## src/rr2sri_pkg.sv

```systemverilog
// shared types, constants and helpers for the scrambled radical inverse block
package rr2sri_pkg;

  localparam int BASE_W = 8;
  localparam int K_W = 4;

  localparam int MAX_BASE_DEF = 256;
  localparam int INDEX_BITS_DEF = 32;
  localparam int FRAC_BITS_DEF = 32;

  // effective base and its bit length, plus a pulse that starts a table rebuild
  typedef struct packed {
    logic              go;
    logic [BASE_W-1:0] b;
    logic [K_W-1:0]    k;
  } bld_ctl_t;

  function automatic logic [BASE_W-1:0] bit_rev(input logic [BASE_W-1:0] v);
    logic [BASE_W-1:0] res;
    for (int i = 0; i < BASE_W; i++) begin
      res[i] = v[BASE_W-1-i];
    end
    return res;
  endfunction

endpackage

```

## src/rr2sri_csub.sv

```systemverilog
// shared compare and subtract unit used by both division loops
module rr2sri_csub #(
  parameter int W = rr2sri_pkg::INDEX_BITS_DEF + rr2sri_pkg::BASE_W + 1
) (
  input  logic [W-1:0] a,
  input  logic [W-1:0] b,
  output logic [W-1:0] diff,
  output logic         ge
);

  logic [W:0] wide;

  assign wide = {1'b0, a} - {1'b0, b};
  assign diff = wide[W-1:0];
  assign ge   = ~wide[W];

endmodule

```

## src/rr2sri_perm.sv

```systemverilog
// permutation table memory and the sweep that rebuilds it for a new base
module rr2sri_perm #(
  parameter int MAX_BASE = rr2sri_pkg::MAX_BASE_DEF
) (
  input  logic                            clk,
  input  logic                            rst,
  input  rr2sri_pkg::bld_ctl_t            ctl,
  output logic                            building,
  input  logic [$clog2(MAX_BASE)-1:0]     rd_addr,
  output logic [rr2sri_pkg::BASE_W-1:0]   rd_data
);

  localparam int AW = $clog2(MAX_BASE);
  localparam int BW = rr2sri_pkg::BASE_W;

  logic [BW-1:0] mem [MAX_BASE];
  logic [BW-1:0] src;
  logic [BW-1:0] slot;
  logic [BW-1:0] rev;
  logic [BW:0]   m_full;
  logic [BW-1:0] src_last;
  logic          wr;

  // reverse over k bits: full reversal then drop the unused low bits
  assign rev      = rr2sri_pkg::bit_rev(src) >> (rr2sri_pkg::K_W'(BW) - ctl.k);
  assign m_full   = (BW + 1)'(1) << ctl.k;
  assign src_last = BW'(m_full - (BW + 1)'(2));
  assign wr       = building && (slot < ctl.b) && (rev < ctl.b);

  always_ff @(posedge clk) begin
    if (rst) begin
      building <= 1'b0;
    end else if (ctl.go) begin
      building <= 1'b1;
      src      <= '0;
      slot     <= '0;
    end else if (building) begin
      src <= src + 1'b1;
      if (wr) begin
        slot <= slot + 1'b1;
      end
      if (src == src_last) begin
        building <= 1'b0;
      end
    end
  end

  always_ff @(posedge clk) begin
    if (wr) begin
      mem[slot[AW-1:0]] <= rev;
    end
  end

  always_ff @(posedge clk) begin
    rd_data <= mem[rd_addr];
  end

endmodule

```

## src/rr2_scrambled_radical_inverse.sv

```systemverilog
// top level: scrambled radical inverse sequencer
//
// Command interface. An index is taken at a rising edge with start high and
// busy low; busy then stays high until the result is out. The result shows on
// fraction for exactly one cycle with done high; there is no backpressure, the
// receiver must take it in that cycle.
// The index is split into base-b digits by a bit-serial divider, one quotient
// bit per cycle, then the fraction comes from a bit-serial long division, one
// result bit per cycle. Both loops share a single compare/subtract unit.
// Per digit the divider runs over qlen quotient bits (S_DIV), then the table is
// read (S_LOOK) and the digit accumulated (S_ACC); qlen starts at INDEX_BITS
// and each later digit drops floor(log2 b) bits.
// Index zero skips the digit loop. One item is in flight at a time.
// base_we writes the base register (clamped to 2..MAX_BASE-1) and starts a
// table rebuild over k-bit sources (k = bit length of the base), busy meanwhile.
// Reset loads base 2 and runs that rebuild before the first item.
module rr2_scrambled_radical_inverse #(
  parameter int MAX_BASE   = rr2sri_pkg::MAX_BASE_DEF,
  parameter int INDEX_BITS = rr2sri_pkg::INDEX_BITS_DEF,
  parameter int FRAC_BITS  = rr2sri_pkg::FRAC_BITS_DEF
) (
  input  logic                          clk,
  input  logic                          rst,
  input  logic                          base_we,
  input  logic [rr2sri_pkg::BASE_W-1:0] base,
  input  logic                          start,
  input  logic [INDEX_BITS-1:0]         index,
  output logic                          busy,
  output logic                          done,
  output logic [FRAC_BITS-1:0]          fraction
);

  localparam int BW = rr2sri_pkg::BASE_W;
  localparam int KW = rr2sri_pkg::K_W;
  localparam int AW = $clog2(MAX_BASE);
  localparam int DW = INDEX_BITS + AW;
  localparam int RW = DW + 1;
  localparam int IW = $clog2(INDEX_BITS);
  localparam int QW = $clog2(INDEX_BITS + 1);
  localparam int FW = $clog2(FRAC_BITS);

  localparam logic [2:0] S_IDLE = 3'd0;
  localparam logic [2:0] S_DIV  = 3'd1;
  localparam logic [2:0] S_LOOK = 3'd2;
  localparam logic [2:0] S_ACC  = 3'd3;
  localparam logic [2:0] S_FRAC = 3'd4;

  rr2sri_pkg::bld_ctl_t ctl;
  logic                 building;
  logic [BW-1:0]        b_clamp;
  logic [KW-1:0]        k_calc;

  logic [2:0]            state;
  logic [BW-1:0]         ib;
  logic [KW-1:0]         il;
  logic [INDEX_BITS-1:0] q;
  logic [INDEX_BITS-1:0] quot;
  logic [BW-1:0]         rem;
  logic [AW-1:0]         digit;
  logic [IW-1:0]         cnt;
  logic [QW-1:0]         qlen;
  logic [RW-1:0]         r;
  logic [DW-1:0]         den;
  logic [FW-1:0]         fcnt;
  logic [FRAC_BITS-1:0]  frac;
  logic [BW-1:0]         p_rd;

  logic [RW-1:0]         su_a;
  logic [RW-1:0]         su_b;
  logic [RW-1:0]         su_diff;
  logic                  su_ge;

  logic [BW-1:0]         rem_next;
  logic [INDEX_BITS-1:0] quot_next;
  logic [RW-1:0]         r_next;
  logic [FRAC_BITS-1:0]  frac_next;
  logic [DW+BW-1:0]      num_prod;
  logic [DW+BW-1:0]      den_prod;
  logic [DW-1:0]         num_acc;
  logic [QW-1:0]         qlen_next;

  // clamp the written base and find its bit length
  always_comb begin
    b_clamp = base;
    if (base < BW'(2)) begin
      b_clamp = BW'(2);
    end else if ({1'b0, base} > (BW + 1)'(MAX_BASE - 1)) begin
      b_clamp = BW'(MAX_BASE - 1);
    end
    k_calc = '0;
    for (int i = 0; i < BW; i++) begin
      if (b_clamp[i]) begin
        k_calc = KW'(i + 1);
      end
    end
  end

  rr2sri_perm #(
    .MAX_BASE (MAX_BASE)
  ) u_perm (
    .clk      (clk),
    .rst      (rst),
    .ctl      (ctl),
    .building (building),
    .rd_addr  (digit),
    .rd_data  (p_rd)
  );

  // digit division works on a 9-bit partial remainder, the fraction loop on r
  always_comb begin
    if (state == S_DIV) begin
      su_a = RW'({rem, q[cnt]});
      su_b = RW'(ib);
    end else begin
      su_a = {r[DW-1:0], 1'b0};
      su_b = {1'b0, den};
    end
  end

  rr2sri_csub #(
    .W (RW)
  ) u_csub (
    .a    (su_a),
    .b    (su_b),
    .diff (su_diff),
    .ge   (su_ge)
  );

  assign rem_next  = su_ge ? su_diff[BW-1:0] : su_a[BW-1:0];
  assign quot_next = {quot[INDEX_BITS-2:0], su_ge};
  assign r_next    = su_ge ? su_diff : su_a;
  assign frac_next = {frac[FRAC_BITS-2:0], su_ge};
  assign num_prod  = r[DW-1:0] * ib;
  assign den_prod  = den * ib;
  assign num_acc   = num_prod[DW-1:0] + DW'(p_rd);
  // quotient shrinks by at least floor(log2 b) bits per digit
  assign qlen_next = qlen - QW'(il);

  assign busy     = (state != S_IDLE) || building || ctl.go;
  assign fraction = frac;

  always_ff @(posedge clk) begin
    if (rst) begin
      state <= S_IDLE;
      done  <= 1'b0;
      ctl   <= '{go: 1'b1, b: BW'(2), k: KW'(2)};
    end else begin
      done   <= 1'b0;
      ctl.go <= base_we;
      if (base_we) begin
        ctl.b <= b_clamp;
        ctl.k <= k_calc;
      end
      case (state)
        S_IDLE: begin
          if (start && !busy) begin
            ib   <= ctl.b;
            il   <= ctl.k - 1'b1;
            q    <= index;
            quot <= '0;
            rem  <= '0;
            cnt  <= IW'(INDEX_BITS - 1);
            qlen <= QW'(INDEX_BITS);
            r    <= '0;
            den  <= DW'(1);
            fcnt <= '0;
            if (index == '0) begin
              state <= S_FRAC;
            end else begin
              state <= S_DIV;
            end
          end
        end
        S_DIV: begin
          rem  <= rem_next;
          quot <= quot_next;
          cnt  <= cnt - 1'b1;
          if (cnt == '0) begin
            q     <= quot_next;
            digit <= rem_next[AW-1:0];
            state <= S_LOOK;
          end
        end
        S_LOOK: begin
          // table read in flight
          state <= S_ACC;
        end
        S_ACC: begin
          r   <= {1'b0, num_acc};
          den <= den_prod[DW-1:0];
          if (q == '0) begin
            fcnt  <= '0;
            state <= S_FRAC;
          end else begin
            qlen  <= qlen_next;
            cnt   <= IW'(qlen_next - 1'b1);
            rem   <= '0;
            quot  <= '0;
            state <= S_DIV;
          end
        end
        S_FRAC: begin
          r    <= r_next;
          frac <= frac_next;
          fcnt <= fcnt + 1'b1;
          if (fcnt == FW'(FRAC_BITS - 1)) begin
            done  <= 1'b1;
            state <= S_IDLE;
          end
        end
        default: begin
          state <= S_IDLE;
        end
      endcase
    end
  end

`ifndef SYNTHESIS
  a_done_pulse: assert property (@(posedge clk) disable iff (rst)
    done |=> !done)
    else $error("done held longer than one cycle");

  a_busy_after_start: assert property (@(posedge clk) disable iff (rst)
    (start && !busy) |=> busy)
    else $error("busy not raised after a start transfer");

  a_rem_bound: assert property (@(posedge clk) disable iff (rst)
    (state == S_DIV) |-> (rem < ib))
    else $error("digit remainder not below the base");

  a_done_from_frac: assert property (@(posedge clk) disable iff (rst)
    done |-> ($past(state) == S_FRAC) && ($past(fcnt) == FW'(FRAC_BITS - 1)))
    else $error("result strobed outside the end of the fraction loop");
`endif

endmodule

```

## config.mk

```make
export PLATFORM = sky130hd
export DESIGN_NAME = rr2_scrambled_radical_inverse
export DESIGN_NICKNAME = d
export VERILOG_FILES = /design/src/rr2sri_pkg.sv /design/src/rr2sri_csub.sv /design/src/rr2sri_perm.sv /design/src/rr2_scrambled_radical_inverse.sv
export SDC_FILE = /design/constraint.sdc
export NUM_CORES = 2
export LEC_CHECK = 0
export BUFFER_PORTS_ARGS = -buffer_cell sky130_fd_sc_hd__buf_2
export CAP_MARGIN = 10
export CORE_UTILIZATION = 50
export DETAILED_ROUTE_END_ITERATION = 8
export GPL_TIMING_DRIVEN = 0
export PLACE_DENSITY = 0.77
export SETUP_SLACK_MARGIN = 0.5
export SLEW_MARGIN = 25
export SYNTH_ARGS = -nofsm -noshare
export SYNTH_HDL_FRONTEND = slang
export SYNTH_SLANG_ARGS = --single-unit
```

## constraint.sdc

```tcl
create_clock -name clk -period 30.7 [get_ports clk]
set_input_delay 6.14 -clock clk [delete_from_list [all_inputs] [get_ports clk]]
set_output_delay 6.14 -clock clk [all_outputs]
set_load 0.02 [all_outputs]
```

==> results.cfg <==
[logic_synthesis]
ys_types = 80
synth_edf_count = 2282
synth_top_flop_cell = edfxtp_1
synth_area_um2 = 111300
avgSynthCellArea_um2 = 16.61
synth-seq-cells = 2307
syn_inst = 6705
ys_seq_area_frac = 0.6199
yosysWarnings = 0
synth_async_sr_flop_share = 0
synth_nets = 7366

[cts]
clk_pin_slew_ps = 60
cts_tree = done
post_cts_buffers = 0
cts_hold_buf = 0
clk_path_buf_depth = 3
clk_latency_ps = 940
h-tree-depth = 4
cts_buffers = 221
ctsResizeCount = 0
clockRootBuffer = clkbuf_16
cts.sinks = 2307

[timing]
setup_violations = 0
slew_violations = 0
worstMarginPinSlew_ps = 1197
fin_setup_tns_ps = 0
rsz0062_at_grt = no
finalCriticalPeriod_ps = 8772
timing.final.ws_setup_ps = 21930
finalClockSkew_ps = 120.3
fmax_mhz = 114.0
post-route-period-util = 0.2857
hold_viol = 0
relSlewSlack = 0.2022

[worst_setup_path]
worstPathArrival_ps = 2630
cp-start-kind = flip-flop
critPathMaxFanout = 10
cp_slowest_cell = clkbuf_1
cpPeakStageDelay_ps = 660
crit_family = buffers and inverters
critPathBufInv = 2
end_kind = primary output
regToRegSetupSlack_ps = 22760
critical_path_class = flip-flop to primary output
cp.required_ps = 24560
crit_chain = clkbuf_1 -> nor3_1 -> nand2_1 -> buf_2

[job]
maxCapViolCount = 0

[min_path]
holdCritPathClass = flip-flop to flip-flop

[global_routing]
grt_util_all_layers = 0.2882
overflow = 0
grt_max_degree = 40
grt_pass1_vias = 67370
antenna_found_initial = 34
grt_pass1_wl_um = 464700

[finish]
drive_above_1_share = 0.1916
nNetsFinal = 7826
area_delta_synth_final_pct = 12.15
final_util = 0.5661

[placed_design]
place.gp.congestion = 0.9590
port_buffers = 76
post-place-ws_ps = 22420
place_hpwl_um = 215000

[floorplanning]
start_util = 0.5048
die_area_um2 = 224600
pin_count = 78
die_w_um = 473.9
num_rows = 172
design.core.area_um2 = 220600
die_h_um = 473.9

[route]
wirelength_met1_um = 109100
via_per_inst = 6.375
wl_met2_um = 154700
detail-route-antenna-nets = 0
first_iter_violations = 8805
routed.top_layer = met5
num_vias = 65780
dr.pass1.iters = 6
wire_per_inst_um = 31.14
finalWirelength_um = 321300
drc = 0
met3_wirelength_um = 33730

[power_and_ir_drop]
leakagePower_nw = 43.92
powerDensity_nw_per_um2 = 85.64
ir_drop_v = 0.0001212
power_mw = 10.69

[outcome]
status = complete, no violations
[logic make-up (layout without fill, tap and decap cells)]
family,Yosys count,count (layout),synth area share
flip-flops,2307,2307,0.6199
other,0,10,0
AO/OA/AOI/OAI,486,486,0.02849
multiplexers,740,740,0.1442
XOR/XNOR,140,140,0.01118
adder cells (fa/ha/maj),617,617,0.09745
AND/OR/NAND/NOR,1506,1506,0.06716
buffers and inverters,909,1553,0.03160
[area by class of cell]
cell class / count / area, um^2
Buffer: 373 / 1562
Multi-Input combinational cell: 3489 / 38900
Clock buffer: 266 / 5709
Clock inverter: 141 / 1797
Inverter: 536 / 2012
Fill cell: 15970 / 95720
Sequential cell: 2307 / 69030
Tap cell: 2958 / 3701
Antenna cell: 10 / 25.02
Timing Repair Buffer: 237 / 2137
[metrics by stage]
stage	cells	hold slack, ps	instance area [um^2]
after floorplan	6705	408.2	111300
after global placement	9739	428.0	115400
after detailed placement	9900	432.2	117300
after CTS	10310	453.0	124800
after global routing	10310	462.9	124800
final	10320	445.7	124900
[worst paths after layout]
path / cells past startpoint / end / from
max: 4 / busy / state[1]
min: 0 / fraction[11] / fraction[10]
max reg2reg: 19 / den[38] / ib[5]
min reg2reg: 0 / fraction[11] / fraction[10]
[cells in the mapped netlist (69+ instances only)]
cell type | count | area [um^2]
a21o_1 | 85 | 638.1
xnor2_1 | 82 | 718.2
a21oi_1 | 119 | 595.6
nand2_1 | 361 | 1355
fa_1 | 417 | 8348
o21ai_0 | 94 | 470.5
edfxtp_1 | 2282 | 68530
nor2_1 | 404 | 1516
and2_1 | 442 | 2765
inv_1 | 535 | 2008
mux4_2 | 691 | 15560
ha_1 | 200 | 2502
buf_2 | 69 | 345.3
clkbuf_1 | 252 | 945.9
[flip-flops by register name (all words and copies together), names as in the netlist, 3 cells and up]
register / cells
u_perm.slot: 8
fcnt: 5
state: 3
den: 40
digit: 8
qlen: 5
u_perm.src: 8
fraction: 32
ctl: 12
rem: 8
cnt: 5
ib: 8
u_perm.mem: 2048
r: 40
u_perm.rd_data: 8
il: 4
q: 32
quot: 31
[metal layers]
| metal | global-route usage | up-vias |
|---|---|---|
| li1 | - | 26090 |
| met1 | 0.3539 | 33880 |
| met2 | 0.4690 | 4703 |
| met3 | 0.05975 | 1079 |
| met4 | 0.1793 | 24 |
| met5 | 0 | - |
[placed cells by master, fill, tap and decap left out, drive strengths merged, types with 15 or more instances in the layout]
cell	Yosys	layout
edfxtp	2282	2282
mux4	691	691
inv	536	543
clkbuf	253	523
and2	444	444
fa	417	417
nor2	405	405
nand2	361	361
buf	120	353
ha	200	200
a21oi	119	119
o21ai	97	97
clkinv	0	89
a21o	85	85
xnor2	83	83
xor2	57	57
and3	56	56
mux2i	47	47
nand3	46	46
nor3	43	43
bufinv	0	28
nand2b	25	25
dfxtp	25	25
nand4	24	24
o22ai	23	23
nor4	23	23
o21a	22	22
or3	19	19
a211oi	18	18
a31oi	17	17
clkinvlp	0	17
nor2b	15	15
[power breakdown]
group          internal (mW)  switching (mW)
clock network           1.58            1.26
logic                   1.61            2.57
registers               3.60          0.0657
Power figures use the tool's default switching activity.
